[src/hdl/pba_pkg.sv]
// shared types and constants for the page block allocator
package pba_pkg;

  localparam int unsigned PAGE_HEADER = 8;

  // descriptor modes
  localparam logic MODE_MULTI  = 1'b0;
  localparam logic MODE_BLOCKS = 1'b1;

  // request kinds
  localparam logic KIND_ALLOC = 1'b0;
  localparam logic KIND_FREE  = 1'b1;

  // status codes
  localparam logic [1:0] ST_OK       = 2'd0;
  localparam logic [1:0] ST_NO_SPACE = 2'd1;
  localparam logic [1:0] ST_NOT_ALLOC = 2'd2;

  // controller to datapath commands
  typedef enum logic [3:0] {
    CMD_NONE,
    CMD_LOAD,
    CMD_DIV,
    CMD_SCAN_START,
    CMD_SCAN_READ,
    CMD_SCAN_EVAL,
    CMD_SMALL_COMMIT,
    CMD_FREE_READ,
    CMD_FREE_EVAL,
    CMD_RUN_WRITE,
    CMD_RESULT
  } cmd_t;

  // datapath status back to the controller
  typedef struct packed {
    logic is_free_req;
    logic is_small;
    logic div_done;
    logic scan_done;
    logic found;
    logic free_bad;
    logic free_multi;
    logic run_done;
    logic clear_done;
  } dp_status_t;

endpackage

[src/hdl/pba_ctrl.sv]
// sequencing state machine for the page block allocator
module pba_ctrl import pba_pkg::*; (
  input  logic       clk,
  input  logic       rst_n,
  input  logic       in_valid,
  output logic       in_ready,
  output logic       out_valid,
  input  logic       out_ready,
  input  dp_status_t stat,
  output cmd_t       cmd
);

  typedef enum logic [3:0] {
    S_IDLE, S_DIV, S_START, S_READ, S_EVAL, S_COMMIT, S_FREAD, S_FEVAL, S_RUN,
    S_RESULT, S_OUT
  } state_t;

  state_t state_r;
  logic   valid_r;

  assign in_ready  = state_r == S_IDLE && stat.clear_done;
  assign out_valid = valid_r;

  // command for the current state
  always_comb begin
    unique case (state_r)
      S_IDLE:   cmd = (in_valid && stat.clear_done) ? CMD_LOAD : CMD_NONE;
      S_DIV:    cmd = CMD_DIV;
      S_START:  cmd = CMD_SCAN_START;
      S_READ:   cmd = CMD_SCAN_READ;
      S_EVAL:   cmd = CMD_SCAN_EVAL;
      S_COMMIT: cmd = CMD_SMALL_COMMIT;
      S_FREAD:  cmd = CMD_FREE_READ;
      S_FEVAL:  cmd = CMD_FREE_EVAL;
      S_RUN:    cmd = CMD_RUN_WRITE;
      S_RESULT: cmd = CMD_RESULT;
      default:  cmd = CMD_NONE;
    endcase
  end

  // state and result valid
  always_ff @(posedge clk) begin
    if (!rst_n) begin
      state_r <= S_IDLE;
      valid_r <= 1'b0;
    end else begin
      unique case (state_r)
        S_IDLE: if (in_valid && stat.clear_done) state_r <= S_DIV;
        S_DIV: begin
          if (stat.is_free_req) state_r <= S_FREAD;
          else if (stat.div_done) state_r <= S_START;
        end
        S_START: state_r <= S_READ;
        S_READ:  state_r <= S_EVAL;
        S_EVAL:  state_r <= stat.scan_done ? S_COMMIT : S_READ;
        S_COMMIT: begin
          // a found run writes its first page here and the rest in S_RUN
          if (stat.found && !stat.is_small && !stat.run_done) state_r <= S_RUN;
          else state_r <= S_RESULT;
        end
        S_FREAD: state_r <= S_FEVAL;
        S_FEVAL: begin
          if (!stat.free_bad && stat.free_multi) state_r <= S_RUN;
          else begin
            state_r <= S_OUT;
            valid_r <= 1'b1;
          end
        end
        S_RUN: begin
          if (stat.run_done) begin
            state_r <= S_OUT;
            valid_r <= 1'b1;
          end
        end
        S_RESULT: begin
          state_r <= S_OUT;
          valid_r <= 1'b1;
        end
        S_OUT: begin
          if (out_ready) begin
            valid_r <= 1'b0;
            state_r <= S_IDLE;
          end
        end
        default: state_r <= S_IDLE;
      endcase
    end
  end

endmodule

[config.mk]
export PLATFORM = sky130hd
export DESIGN_NAME = pba_ctrl
export DESIGN_NICKNAME = d
export VERILOG_FILES = /design/src/hdl/pba_pkg.sv /design/src/hdl/pba_ctrl.sv
export SDC_FILE = /design/constraint.sdc
export NUM_CORES = 1
export LEC_CHECK = 0
export ABC_AREA = 1
export BUFFER_PORTS_ARGS = -buffer_cell sky130_fd_sc_hd__buf_2
export CAP_MARGIN = 20
export CORE_AREA = 2 2 39 41
export CTS_BUF_LIST = sky130_fd_sc_hd__clkbuf_8
export DETAILED_ROUTE_END_ITERATION = 7
export DIE_AREA = 0 0 41 43
export PLACE_DENSITY = 0.66
export SETUP_SLACK_MARGIN = 0.4
export SLEW_MARGIN = 10
export SYNTH_ARGS = -nofsm -noshare
export SYNTH_HDL_FRONTEND = slang
export SYNTH_SLANG_ARGS = --single-unit
[constraint.sdc]
create_clock -name clk -period 1 [get_ports clk]
set_input_delay 0.15 -clock clk [delete_from_list [all_inputs] [get_ports clk]]
set_output_delay 0.15 -clock clk [all_outputs]
set_load 0.01 [all_outputs]
==> results of run 1 <==
-- worst min path at each step --
stage | slack (ns) | cells after the start | endpoint | startpoint
after floorplan | 0.25 | 2 | state_r[2]$_SDFFE_PN0P_ | rst_n
after global placement | 0.37 | 3 | state_r[2]$_SDFFE_PN0P_ | rst_n
after detailed placement | 0.37 | 3 | state_r[2]$_SDFFE_PN0P_ | rst_n
after CTS | 0.14 | 3 | state_r[2]$_SDFFE_PN0P_ | rst_n
after global routing | 0.16 | 3 | state_r[2]$_SDFFE_PN0P_ | rst_n
final | 0.14 | 3 | state_r[2]$_SDFFE_PN0P_ | rst_n
-- area by class of cell --
| class | instances | area, um2 |
|---|---|---|
| repair buffers | 35 | 243 |
| well taps | 16 | 20.0 |
| inverters | 18 | 77.6 |
| clock inverters | 1 | 3.75 |
| flip-flops and latches | 5 | 116 |
| fillers | 126 | 458 |
| multi-input cells | 63 | 424 |
| clock buffers | 3 | 41.3 |
-- registers in the layout (all words and copies together) (netlist names) --
| signal | cells |
|---|---|
| state_r | 4 |
| out_valid | 1 |
-- metal layers --
layer	global-route usage, %	share of wire (%)
met5	0	0
met1	23.2	42
met4	10.0	1.8
met3	3.14	4.1
met2	33.4	51
-- power groups by stage --
| stage | Sequential, uW | Clock [uW] | Combinational (uW) |
|---|---|---|---|
| 4_1_cts | 278 | 390 | 663 |
| 3_3_place_gp | 288 | 0 | 492 |
| 3_5_place_dp | 288 | 0 | 500 |
| 5_1_grt | 286 | 396 | 811 |
| 2_1_floorplan | 282 | 0 | 322 |
| 6_report | 282 | 379 | 740 |
-- tightest hold or removal path, stage by stage --
cell	delay, ns
buf_2	0.10
nand2_1	0.05
inv_1	0.04
-- cells in the mapped netlist, types with 2 or more instances --
library cell | number | share of area, %
o21ai_0 | 2 | 2.0
nor2_2 | 4 | 5.1
inv_2 | 4 | 3.1
a21oi_1 | 5 | 5.1
nand3_1 | 4 | 4.1
dfxtp_1 | 5 | 20
inv_1 | 14 | 11
nor2_4 | 3 | 6.9
nand2_2 | 6 | 7.7
nand2_1 | 20 | 15
nor2_1 | 12 | 9.2
-- stage by stage --
step                      area, um2  util (%)  setup WS [ns]  power, uW  TNS [ns]
after detailed placement        698      50.5         -0.155        788    -0.854
after floorplan                 536         -        -0.0501        604   -0.0946
after global placement          698      50.5         -0.128        781    -0.702
after CTS                       870      62.8         -0.343       1330     -2.44
final                           926      66.9         -0.344       1400     -2.47
after global routing            926      66.9         -0.435       1490     -3.07
-- timing repair --
item	in CTS	in global routing
pin swaps	9	11
buffers inserted	8	2
endpoints found under the setup margin	11	11
endpoints found under the hold margin	0	0
gates resized for setup	16	13
gates cloned	0	0
-- cell families after synthesis --
family	synth area share [%]
buffers and inverters	13.8
and+or+nand+nor	54.3
DFF	20.4
AOI/OAI and AO/OA	11.5
==> metrics.md, run 1 <==
| Metric | Value |
|---|---|
| First-pass GRT wire length | ~2300 um |
| Std cell rows | 14 |
| # Max-Cap Violations | 0 |
| CTS max path bufs | 2 |
| Initial antenna violation count | 0 |
| Crit-path max cell delay | about 0.36 ns |
| Most frequent cells in the layout | buf_2, nand2_1, inv_1, buf_4, nor2_4 |
| Die width | between 40 and 50 um |
| Reg2reg setup slack | -0.23 ns |
| CP Launch Type | register |
| Number of cells on the critical path | 6 |
| Sequential share of power | between 20% and 30% |
| Worst path bufs/invs | 3 |
| Max-slew violation count | 0 |
| I/O Buffers | 18 |
| Worst Skew | 0.000304 ns |
| Routability congestion estimate | between 0.7 and 0.8 |
| Vias in the first global route | 564 |
| Failing checks | negative setup slack |
| Hold_buf cts | 0 |
| Internal Power | ~860 uW |
| Reg2reg end | state_r[1]$_SDFFE_PN0P_ |
| Largest net degree at the start of global routing | 6 |
| Critical path arrival | 1.19 ns |
| Peak supply drop | just over 0.0009 V |
| Clk slew on worst S/H paths | ~0.04 ns |
| Fin crit period | between 1 and 1.5 ns |
| Switching part of the total | between 30% and 40% |
| CP required | between 0.8 and 0.9 ns |
| CTS H-tree depth | 1 |
| Post-synthesis cell type count | 18 |
| Routed Antenna Nets | 0 |
| Status | complete, but fails checks |
| CTS tree | built |
| Commonest non-fill, non-tap cell in the layout | buf_2 |
| Finished Layout Cells | between 100 and 150 |
| Beginning of the critical path | state_r[1]$_SDFFE_PN0P_ |
| Critical path class | reg -> out |
| Mapped Nets | 99 |
| Antenna diode count | 0 |
| Ys async rst share | 0% |
| Slowest stage cell on the critical path | dfxtp_4 |
| Layout cells sized above 1 | roughly 63% |
| Max Fanout on Critical Path | 5 |
| R2r worst-path depth | 7 |
| Cts bufs inserted | 3 |
| Placed cells | 127 |
| Combinational share of power | roughly 53% |
| Cells after Synth | 86 |
| Most used cell, CP | inv_2 |
| Post-synthesis sequential area ratio | roughly a fifth |
| Gr ovfl total | 0 |
| Final WL | 1570 um |
| Tcrit/Tclk final | 134% |
| Root buffer selected by CTS | clkbuf_8 |
| Total track usage | 20.1% |
| DR WL/cell | between 10 and 15 um |
| Syn_area_per_cell | roughly 5.7 um2 |
| Cell area after synthesis | ~490 um2 |
| Sw power | 544 uW |
| DR pass1 iterations | 4 |
| Clock sinks | 5 |
| Die area | 1760 um2 |
| Critical-path cell list | nor2_4 > inv_2 > nor2_2 > inv_2 > o211ai_1 > buf_2 |
| Yosys Warn Count | 0 |
| Hold WC Path Type | in -> reg |
| Post-synth EDFFs | 0 |
| PD cells | between 1500 and 2000 nW/um2 |
| Clock Latency Late Sink | around 0.23 ns |
| Leakage | ~0.00047 uW |
| DR iter-0 viols | 15 |
| Cell family with most CP delay | flip-flops |
| Worst-Margin Slew | about 0.24 ns |
| Endpoint class of the critical path | output port |
| Worst setup path endpoint | cmd[0] |
| Final Hold Vio Count | 0 |
| Final setup viols | 10 |
| Top_reg_cell synth | dfxtp_1 |
| Clk pwr share | around 27% |
| I/O pins | 19 |
| Post-layout nets | roughly 140 |
| Core area | about 1400 um2 |
| Initial core utilization | a little over a third |
| Vias | between 600 and 700 |
| Critical R2R Launch | state_r[0]$_SDFFE_PN0P_ |
| Die H | between 40 and 50 um |
| Final Worst Setup Slack | -0.344 ns |
| Slew HR | ~84% |
| Worst hold slack | about 0.14 ns |
| Synthesis-stage register bit count | 5 |
| Setup repair after global routing missed its margin | yes |
| Layout area overhead | 88.8% |
| Drt drc | 0 |
| FMAX | ~740 MHz |
| Via/cell ratio | 4.51 |
| Dpl hpwl | 1060 um |
Note: power is estimated with default switching activity, not from simulation.
==> run 2, diff against run 1 <==
Settings changed: PLACE_DENSITY 0.66 to 0.77, SKIP_CTS_REPAIR_TIMING from default to 1.
==> metrics.md, run 2 (synthesis results as in run 1) <==
| Metric | Value |
|---|---|
| Slew HR | 83.7% (-0.48 points) |
| Final WL | 1640 um (+4.3%) |
| CP Launch Type | register |
| DR WL/cell | 11.9 um (+6.6%) |
| Largest net degree at the start of global routing | 7 (+1) |
| CTS max path bufs | 2 (unchanged) |
| DR iter-0 viols | 5 (-10) |
| Post-layout nets | 136 (-2.2%) |
| Tot Pwr | 1340 uW (-4.4%) |
| Most frequent cells in the layout | buf_2, nand2_1, inv_1, buf_4, nor2_4 |
| Max Fanout on Critical Path | 4 (-1) |
| Die width | 41 um (unchanged) |
| Largest reg by FF count | state_r |
| Std cell rows | 14 (unchanged) |
| Routed Antenna Nets | 0 (unchanged) |
| Worst Skew | 0.00229 ns (+0.00199 ns) |
| I/O Buffers | 18 (unchanged) |
| Tcrit/Tclk final | 138% (+3.3 points) |
| Drt drc | 0 (unchanged) |
| Placed cells | 127 (unchanged) |
| Final Hold Vio Count | 0 (unchanged) |
| CTS H-tree depth | 1 (unchanged) |
| Fin crit period | 1.38 ns (+0.0333 ns) |
| Layout area overhead | 86.2% |
| Total track usage | 16.6% (-3.5 points) |
| Commonest non-fill, non-tap cell in the layout | buf_2 |
| Clock sinks | 5 (unchanged) |
| PD cells | 1470 nW/um2 (-3.1%) |
| Leakage | 0.000477 uW (+0.81%) |
| Core area | 1380 um2 (unchanged) |
| Max reg flops | 4 (unchanged) |
| Clk slew on worst S/H paths | 0.04 ns (about the same) |
| Critical path arrival | 1.23 ns (+0.04 ns) |
| DR pass1 iterations | 4 (unchanged) |
| Endpoint class of the critical path | output port |
| Setup repair after global routing missed its margin | yes |
| First-pass GRT wire length | 2040 um (-11%) |
| Finished Layout Cells | 138 (-2.1%) |
| Die H | 43 um (unchanged) |
| Fillers | 111 (-12%) |
| Final setup viols | 10 (unchanged) |
| Layout cells sized above 1 | 63.9% (+0.73 points) |
| Hold WC Path Type | in -> reg |
| Max-slew violation count | 0 (unchanged) |
| Status | complete, but fails checks |
| Failing checks | negative setup slack |
| Critical path class | reg -> out |
| Initial antenna violation count | 0 (unchanged) |
| Clock Latency Late Sink | 0.22 ns (about the same) |
| Final Worst Setup Slack | -0.377 ns (-0.0333 ns) |
| Gr ovfl total | 0 (unchanged) |
| Initial core utilization | 35.4% (unchanged) |
| Worst-Margin Slew | 0.245 ns (+0.00802 ns) |
| Dpl hpwl | 1030 um (-2.4%) |
| Vias | 669 (+5.2%) |
| CTS tree | built |
| # Max-Cap Violations | 0 (unchanged) |
| Via/cell ratio | 4.85 (+7.5%) |
| Peak supply drop | 0.00136 V (+48%) |
| Vias in the first global route | 561 (-0.53%) |
| Die area | 1760 um2 (unchanged) |
| Cts bufs inserted | 3 (unchanged) |
| Routability congestion estimate | 0.802 (+7.5%) |
| FMAX | 726 MHz (-2.4%) |
| I/O pins | 19 (unchanged) |
| CP required | 0.85 ns (about the same) |
| Root buffer selected by CTS | clkbuf_8 |
| Antenna diode count | 0 (unchanged) |
==> run 2: cell type report <==
class                      instances  area (um2)  area share [%]
tap                               16        20.0            2.19
sequential                         5         116            12.7
timing repair buffer              32         214            23.4
inverter                          18        80.1            8.77
clock inverter                     1        3.75           0.411
multi-input combinational         63         438            47.9
clock buffer                       3        41.3            4.52
==> run 2: worst paths after layout <==
| check | from | to | slack, ns | depth (start not counted) |
|---|---|---|---|---|
| worst max register to register | state_r[1]$_SDFFE_PN0P_ | out_valid$_SDFFE_PN0P_ | -0.22 | 7 |
| worst max-delay path | state_r[3]$_SDFFE_PN0P_ | cmd[0] | -0.38 | 5 |
| worst min-delay path | rst_n | state_r[2]$_SDFFE_PN0P_ | 0.16 | 3 |
| worst min register to register | out_valid$_SDFFE_PN0P_ | out_valid$_SDFFE_PN0P_ | 0.48 | 2 |
==> run 2: per-stage QoR <==
stage	hold WS (ns)	setup TNS (ns)	instance area, um2	setup WS [ns]	utilization (%)
after floorplan	0.248	-0.0946	536	-0.0501	-
after global placement	0.369	-0.647	698	-0.120	50.5
after detailed placement	0.386	-0.670	698	-0.129	50.5
after CTS	0.166	-1.92	743	-0.355	53.7
after global routing	0.180	-2.86	913	-0.419	66.0
final	0.164	-2.18	913	-0.377	66.0
==> run 2: critical path: stages (launching register included) <==
cell      delay, ns
dfxtp_4        0.37
buf_4          0.11
nor2_2         0.04
o21ai_0        0.22
o211ai_1       0.11
buf_2          0.15
==> run 2: report_power, final <==
part           internal (uW)  leakage, uW  switching [uW]
registers                232    0.0000441            58.0
logic                    318     0.000406             371
clock network            263    0.0000269            97.2
==> run 2: per-layer routing <==
metal,vias up,track usage [%],routed length (um)
li1,341,-,-
met1,305,19.7,614
met2,21,27.8,926
met3,2,6.28,81
met4,0,2.00,17
met5,-,0,0
